$ cat src/rtl/core/mf_pkg.sv
`default_nettype none

package mf_pkg;

    // neighborhood size and the count width that holds it
    localparam int NEIGHBORS = 27;
    localparam int CNT_W     = 5;
    localparam int IDX_W     = 5;

    // input command codes
    localparam logic CMD_SAMPLE = 1'b0;
    localparam logic CMD_DRAIN  = 1'b1;

    // configuration register indexes
    localparam logic [1:0] REG_SIZE_X = 2'd0;
    localparam logic [1:0] REG_SIZE_Y = 2'd1;
    localparam logic [1:0] REG_SIZE_Z = 2'd2;

    // configuration data width (widest register)
    localparam int CFG_W = 16;

    // control from the sequencer to the sorter
    typedef struct packed {
        logic clear;
        logic insert;
    } sort_ctl_t;

endpackage

`default_nettype wire

$ cat src/rtl/core/mf_sorter.sv
`default_nettype none

module mf_sorter #(
    parameter int SAMPLE_BITS = 16
) (
    input  wire logic                          clk,
    input  wire logic                          rst_n,
    input  wire mf_pkg::sort_ctl_t             ctl,
    input  wire logic signed [SAMPLE_BITS-1:0] din,
    output logic signed [SAMPLE_BITS:0]        median_twice
);

    logic signed [SAMPLE_BITS-1:0] sv_reg   [mf_pkg::NEIGHBORS];
    logic signed [SAMPLE_BITS-1:0] sv_next  [mf_pkg::NEIGHBORS];
    logic [mf_pkg::CNT_W-1:0]      cnt_reg;
    logic [mf_pkg::NEIGHBORS-1:0]  gt;
    logic [mf_pkg::CNT_W-1:0]      cnt_dec;
    logic [mf_pkg::IDX_W-1:0]      idx_lo;
    logic [mf_pkg::IDX_W-1:0]      idx_hi;

    // flag every held value above the incoming one
    always_comb
    begin
        for (int i = 0; i < mf_pkg::NEIGHBORS; i++)
        begin
            gt[i] = (mf_pkg::CNT_W'(i) < cnt_reg) && (sv_reg[i] > din);
        end
    end

    // shift the larger values up and drop the new one into the gap
    always_comb
    begin
        for (int i = 0; i < mf_pkg::NEIGHBORS; i++)
        begin
            if ((mf_pkg::CNT_W'(i) < cnt_reg) && !gt[i])
            begin
                sv_next[i] = sv_reg[i];
            end
            else if (i == 0)
            begin
                sv_next[i] = din;
            end
            else if (!gt[i-1])
            begin
                sv_next[i] = din;
            end
            else
            begin
                sv_next[i] = sv_reg[i-1];
            end
        end
    end

    always_ff @(posedge clk)
    begin
        if (ctl.insert)
        begin
            sv_reg <= sv_next;
        end
    end

    always_ff @(posedge clk or negedge rst_n)
    begin
        if (!rst_n)
        begin
            cnt_reg <= '0;
        end
        else if (ctl.clear)
        begin
            cnt_reg <= '0;
        end
        else if (ctl.insert)
        begin
            cnt_reg <= cnt_reg + 1'b1;
        end
    end

    // the two middle values; they coincide for an odd count
    assign cnt_dec      = cnt_reg - 1'b1;
    assign idx_lo       = cnt_dec >> 1;
    assign idx_hi       = cnt_reg >> 1;
    assign median_twice = (SAMPLE_BITS+1)'(sv_reg[idx_lo]) + (SAMPLE_BITS+1)'(sv_reg[idx_hi]);

endmodule

`default_nettype wire

$ cat config.mk
export PLATFORM = sky130hd
export DESIGN_NAME = mf_sorter
export DESIGN_NICKNAME = d
export VERILOG_FILES = /design/src/rtl/core/mf_pkg.sv /design/src/rtl/core/mf_sorter.sv
export SDC_FILE = /design/constraint.sdc
export NUM_CORES = 1
export LEC_CHECK = 0
export BUFFER_PORTS_ARGS = -buffer_cell sky130_fd_sc_hd__buf_2
export CAP_MARGIN = 10
export CORE_MARGIN = 1
export CORE_UTILIZATION = 50
export CTS_BUF_LIST = sky130_fd_sc_hd__clkbuf_8
export CTS_CLUSTER_DIAMETER = 100
export DETAILED_ROUTE_END_ITERATION = 10
export PLACE_DENSITY = 0.73
export RECOVER_POWER = 25
export SLEW_MARGIN = 20
export SYNTH_ARGS = -nofsm -noshare
export SYNTH_HDL_FRONTEND = slang
export SYNTH_SLANG_ARGS = --single-unit
$ cat constraint.sdc
create_clock -name clk -period 10.53 [get_ports clk]
set_clock_uncertainty 0.05 [all_clocks]
set_input_delay 0 -clock clk [delete_from_list [all_inputs] [get_ports clk]]
set_output_delay 0 -clock clk [all_outputs]
set_load 0.005 [all_outputs]
==> results of run 1 <==
path summary, 6_finish.rpt:
| check | from | to | slack [ns] | cells after the start |
|---|---|---|---|---|
| worst min register to register | sv_reg[253]$_DFFE_PP_ | sv_reg[237]$_DFFE_PP_ | 0.59 | 1 |
| min in group asynchronous | rst_n | cnt_reg[1]$_DFFE_PN0P_ | 0.25 | 3 |
| max in group asynchronous | rst_n | cnt_reg[1]$_DFFE_PN0P_ | 9.93 | 3 |
| worst min-delay path | ctl[1] | cnt_reg[3]$_DFFE_PN0P_ | 0.11 | 3 |
| worst max register to register | sv_reg[315]$_DFFE_PP_ | sv_reg[292]$_DFFE_PP_ | 5.77 | 8 |
| worst max-delay path | cnt_reg[2]$_DFFE_PN0P_ | median_twice[15] | 2.92 | 15 |
placed cells by master (no fill, tap or decap), types with 5 or more instances in the layout:
cell and n:
and4_1 6, a211o_1 5, a221oi_1 5, nand3_1 20, clkinv_2 5, inv_1 73
mux2_4 10, mux4_2 160, o21ai_0 33, nand2_1 52, a21oi_1 80, nor2_1 45
a21o_1 48, xor2_1 13, nand4_1 40, nor3_1 9, clkbuf_1 22, clkinv_1 13
buf_4 24, a21oi_2 6, o21a_1 6, o31ai_1 9, mux2_2 220, xnor2_1 8
nor4_1 8, or3_1 6, a211oi_1 8, mux2_1 12, nor2b_1 26, and3_1 8
dlygate4sd3_1 21, ha_1 275, or2_2 6, edfxtp_1 256, buf_2 21, nand2b_1 12
o211ai_1 11, clkbuf_8 51, o21bai_1 9
per-stage QoR:
step,power (W),utilization (%)
3_5_place_dp,0.00249,53.0
6_report,0.00343,55.4
2_1_floorplan,0.00208,-
4_1_cts,0.00342,55.5
3_3_place_gp,0.00246,53.0
5_1_grt,0.00357,55.4
kinds of logic (layout without fill, tap and decap cells):
group,Yosys count,in the layout
adder cells (fa/ha/maj),276,276
buffers and inverters,137,232
multiplexers,407,407
XOR/XNOR,24,24
AO/OA/AOI/OAI,262,262
AND/OR/NAND/NOR,247,247
flip-flops,261,261
repair_timing:
item                      CTS  global route
buffers inserted            0             0
hold buffers               21             0
hold endpoints to repair  221             0
metal layers:
layer	up-vias	global-route usage, %
met5	-	0
met4	2	12.9
met3	168	7.27
met2	998	50.6
met1	8078	43.1
li1	6694	-
cells in the mapped netlist, types with 3 or more instances:
master,count
ha_1,275
edfxtp_1,256
mux2_2,222
mux4_2,160
a21oi_1,85
inv_1,59
nand2_1,52
a21o_1,48
nor2_1,45
nand4_1,40
clkbuf_1,38
o21ai_0,34
nor2b_1,26
nand3_1,20
buf_2,19
xor2_1,14
nand2b_1,12
o31ai_1,12
o211ai_1,11
buf_1,10
mux2_1,10
mux2_4,10
xnor2_1,10
nor3_1,9
o21bai_1,9
a211oi_1,8
and3_1,8
buf_4,8
nor4_1,8
a31oi_1,6
and4_1,6
o21a_1,6
or2_2,6
or3_1,6
a2111oi_0,5
a211o_1,5
a221oi_1,5
dfrtp_1,5
mux2i_1,5
a2111o_1,3
a311oi_1,3
layout make-up:
| cell class | instances | area share [%] |
|---|---|---|
| multi-input cells | 1216 | 56.6 |
| flip-flops and latches | 261 | 33.4 |
| clock buffers | 51 | 3.00 |
| well taps | 539 | 2.88 |
| repair buffers | 88 | 2.47 |
| inverters | 59 | 0.947 |
| clock inverters | 34 | 0.701 |
power breakdown:
group          switching, W  leakage (nW)  internal, W
Clock              0.000466         0.495     0.000468
Combinational      0.000595          5.99     0.000527
Sequential         0.000132          2.58      0.00125
worst reg2reg max path, delay by kind of cell, from the launching register on:
family	cells	cell delay [ns]
AND/OR/NAND/NOR	3	1.87
flip-flops	1	0.52
AO/OA/AOI/OAI	2	0.93
multiplexers	2	0.76
adder cells (fa/ha/maj)	1	0.39
==> metrics, run 1 <==
status finished, violations left; failing checks max-capacitance violations, max-slew violations; area growth from synthesis to layout 8.60%; DP HPWL 53,100 microns; DR WL met2 approximately 32,000 microns; PD cells 147 nW/um^2; Chip Height around 210 microns; metal1 wirelength about 26,000 microns; share of cells above drive strength 1 ~30%; crit share post-route roughly 72%; Post-Layout Inst Area roughly 23,000 sq um; Max Root-Sink Buffers 3; post-synth top area cell edfxtp_1; Hold Crit Class input pin to flop; Area after DPL 22,400 sq um; RSZ-0062 raised after global routing false; Final setup viols 0; Ant. Diodes 0; smallest hold slack roughly 0.11 ns; Multi-input gate area around 13,000 sq um; clk slew on worst S/H paths about 0.060 ns; main combinational cell family by area after synthesis multiplexers; Clock Latency Late Sink around 0.65 ns; placer congestion estimate approximately 0.99; syn_nets 1,910; CTS tree built; number of global-route vias before repair around 16,000; Root Driver clkbuf_8; Core Area 42,200 sq um; max_cap viols 3; final wirelength approximately 70,000 microns; largest net degree at the start of global routing 62; Nets around 2,000; proportion of synthesized area in mux cells slightly below 30%; Worst EP arrival 7.56 ns; Async S/R FF share, synth approximately 1.9%; Placed Cells approximately 2,100; Synth top area share 35.7%; initial DRC count between 2,000 and 2,500; drt first pass iters 5; Yosys cell types 68; # H-tree levels 2; Slew Viols, Final between 80 and 90; CP Cell Sequence nor2_1 > nand2_1 > xor2_4 > buf_4 > mux4_2 > mux4_2 > ha_1 > a21o_1 > a21o_1 > a211oi_1 > o31ai_1 > a221oi_1 > o21bai_1 > xor2_1 > buf_2; fmax about 130 MHz; I/O pin cnt 37; Met3 Wirelength 8450 microns; Num Clock Sinks around 260; Synth Flop Type edfxtp_1; Avg Cell Area, Syn roughly 13 sq um; starting density of the core 51.0%; Synth Register Bits roughly 260; final std cells w/o fill around 2,200; site row count 75; Worst Max-Slew Pin Slew between 1.5 and 2 ns; Die ar. approximately 44,000 sq um; post-synthesis xor/xnor area fraction less than 1%; Required @ worst endpoint roughly 10 ns; Sequential Area 7820 sq um; first-pass GRT wire length 103,000 microns; Leak Pwr roughly 9.1 nW; Antenna Nets Post-Route 0; PostCTS Resize Cnt 0; CP Buf/Inv Count 2; Final Critical Period ~7.6 ns; cells after synthesis around 1,600; max incr delay on CP 1.53 ns; initial antenna violation count 1; Synth warnings 0; Synth Cell Area roughly 22,000 sq um; slowest CP cell dfrtp_1; CP Launch Type flop; slew margin rel. -28.1%; Inserted Clock Buffers about 50; Synth Area in Adders 16.1%; CP top delay family compound AO/OA/AOI/OAI gates; Final Hold Fails 0; I/O Buffers 36; critical path class flop to output pin; Fillers 3,444; GRT Total Usage 32.1%; post-synthesis compound-gate area fraction 8.09%; grt ovf 0; die width around 210 microns; pre-CTS setup slack roughly 4.5 ns; Crit Path Max Fanout 36; max reg flops 256; final worst slack 2.92 ns; sequential element share of the synthesized area 36.3%; via count 15,940; number of synthesized flops with an enable pin approximately 260; crit end category output pin; simple-gate share of the synthesized area 6.03%; Synth area leaders edfxtp_1 (36%), mux4_2 (17%), ha_1 (16%); DRC Markers 0; setup_tns 0 ns; Peak VDD IR about 0.07 mV; DR top layer met5; routed vias/inst 7.09; routed len/inst 31.0 microns
(Power assumes the default switching activity.)
==> run 2: changes to the inputs <==
==> constraint.sdc (replaced) <==
create_clock -name clk -period 7.7 [get_ports clk]
set_clock_uncertainty 0.05 [all_clocks]
set_input_delay 0 -clock clk [delete_from_list [all_inputs] [get_ports clk]]
set_output_delay 0 -clock clk [all_outputs]
set_load 0.005 [all_outputs]
==> metrics, run 2 (synthesized netlist as in run 1, its figures left out) <==
status finished, violations left (unchanged); failing checks max-capacitance violations, max-slew violations (unchanged); max reg flops 256 (unchanged); Area after DPL 22,400 sq um (about the same); final worst slack 1.09 ns (was 2.92 ns); setup_tns 0 ns (unchanged); share of cells above drive strength 1 30.5% (was 30.8%); starting density of the core 51.0% (unchanged); GRT Total Usage 32.6% (was 32.1%); most common cell after layout, fill and taps aside ha_1 (unchanged); critical path class flop to output pin (unchanged); Inserted Clock Buffers 48 (was 49); DP HPWL 53,500 microns (was 53,100 microns); Final setup viols 0 (unchanged); initial DRC count 2,179 (was 2,135); drt first pass iters 6 (was 5); max_cap viols 4 (was 3); clk slew on worst S/H paths 0.06 ns (about the same); largest net degree at the start of global routing 59 (was 62); routed vias/inst 7.08 (was 7.09); Nets 1,968 (was 1,971); slowest CP cell dfrtp_1 (unchanged); worst reg2reg setup slack 3.05 ns (was 5.77 ns); met1 Resource Use GR 44.1% (was 43.1%); Ant. Diodes 0 (unchanged); Worst EP arrival 6.56 ns (was 7.56 ns); Num Clock Sinks 261 (unchanged); Post-Layout Inst Area 23,300 sq um (was 23,400 sq um); PD cells 200 nW/um^2 (was 147 nW/um^2); I/O pin cnt 37 (unchanged); CP Cell Sequence inv_1 > ha_1 > xnor2_2 > buf_12 > mux4_2 > mux4_2 > ha_1 > a21o_1 > a211oi_1 > o31ai_1 > a221oi_1 > o21bai_1 > xor2_1 > buf_2 (was nor2_1 > nand2_1 > xor2_4 > buf_4 > mux4_2 > mux4_2 > ha_1 > a21o_1 > a21o_1 > a211oi_1 > o31ai_1 > a221oi_1 > o21bai_1 > xor2_1 > buf_2); Required @ worst endpoint 7.65 ns (was 10.48 ns); Max Root-Sink Buffers 3 (unchanged); M3 GR Usage 7.74% (was 7.27%); CTS tree built (unchanged); RSZ-0062 raised after global routing false (unchanged); die width 210 microns (unchanged); slew margin rel. -36.8% (was -28.1%); GRT busiest layer met2 (unchanged); Die ar. 43,900 sq um (unchanged); Design Power 0.00467 W (was 0.00343 W); grt ovf 0 (unchanged); fin util 55.3% (was 55.4%); setup repair bufs after CTS 0 (unchanged); via count 15,879 (was 15,940); I/O Buffers 36 (unchanged); Chip Height 210 microns (unchanged); Core Area 42,200 sq um (unchanged); crit share post-route 85.9%; Peak VDD IR 0.119 mV (was 0.0705 mV); Crit Path Max Fanout 56 (was 36); PostCTS Resize Cnt 0 (unchanged); CP Launch Type flop (unchanged); first-pass GRT wire length 104,000 microns (was 103,000 microns); pre-CTS setup slack 2.18 ns (was 4.47 ns); Hold Crit Class input pin to flop (unchanged); Post-CTS Hold Buffers 21 (unchanged); Worst Max-Slew Pin Slew 2.05 ns (was 1.92 ns); Fillers 3,458 (was 3,444); Antenna Nets Post-Route 0 (unchanged); area growth from synthesis to layout 8.37% (was 8.60%); initial antenna violation count 1 (unchanged); commonest non-fill, non-tap cells in the layout ha_1 (275), edfxtp_1 (256), mux2_2 (222), mux4_2 (160), a21oi_1 (80) (was ha_1 (275), edfxtp_1 (256), mux2_2 (220), mux4_2 (160), a21oi_1 (80)); Final Critical Period 6.61 ns; crit end category output pin (unchanged); final wirelength 70,100 microns (was 69,700 microns); Final Hold Fails 0 (unchanged); met2 GRT Util 51.0% (was 50.6%); routed len/inst 31.3 microns (was 31.0 microns); placer congestion estimate 1.02 (was 0.988); number of global-route vias before repair 16,261 (was 16,020); fmax between 150 and 200 MHz; site row count 75 (unchanged); Slew Viols, Final 84 (was 87); Leak Pwr 9.06 nW (was 9.07 nW); max incr delay on CP 0.91 ns (was 1.53 ns); Clock Latency Late Sink 0.64 ns (was 0.65 ns); # H-tree levels 2 (unchanged); DRC Markers 0 (unchanged); Root Driver clkbuf_8 (unchanged)
run 2: changes by cell type in the layout (fill, tap and decap cells not counted), moves of 2 or more:
cell	change
inv_1	+4
buf_4	-3
clkinv_1	-3
a31oi_1	+2
a31oi_2	-2
clkbuf_8	-2
clkinv_2	-2
mux2_1	-2
mux2_2	+2
run 2: critical path: cells and delay by family (launching register included):
family / cells / cell delay, ns
flops: 1 / 0.91
xor+xnor: 2 / 0.79
mux: 2 / 1.03
buf+inv: 3 / 0.78
compound gates: 5 / 1.79
fa+ha+maj: 2 / 0.63
run 2: area by class of cell:
cell class | instances | area (sq um) | share of cell area [%]
timing repair buffer | 86 | 576 | 2.47
clock inverter | 32 | 150 | 0.643
sequential | 261 | 7820 | 33.5
multi-input combinational | 1216 | 13200 | 56.7
clock buffer | 49 | 674 | 2.89
inverter | 59 | 221 | 0.949
tap | 539 | 674 | 2.89
run 2: metal layers:
layer / part of all wire [%] / vias up
li1: - / 6694
met3: 12 / 165
met5: 0 / -
met1: 38 / 8055
met4: 3.8 / 0
met2: 46 / 965
run 2: through the flow:
stage / hold WS (ns) / instances
after floorplan: -0.346 / 1614
after global placement: -0.208 / 2140
final: 0.136 / 2242
after detailed placement: -0.210 / 2140
after CTS: 0.100 / 2242
after global routing: 0.128 / 2242
run 2: worst paths after layout:
path | start | cells past startpoint | to
min in group asynchronous | rst_n | 3 | cnt_reg[0]$_DFFE_PN0P_
max in group asynchronous | rst_n | 3 | cnt_reg[2]$_DFFE_PN0P_
min reg2reg | sv_reg[247]$_DFFE_PP_ | 1 | sv_reg[231]$_DFFE_PP_
min | ctl[1] | 3 | cnt_reg[2]$_DFFE_PN0P_
max | cnt_reg[1]$_DFFE_PN0P_ | 14 | median_twice[15]
max reg2reg | sv_reg[315]$_DFFE_PP_ | 8 | sv_reg[290]$_DFFE_PP_
run 2: power breakdown:
part	internal, W	switching, W
Sequential	0.00170	0.000188
Combinational	0.000723	0.000816
Clock	0.000615	0.000619
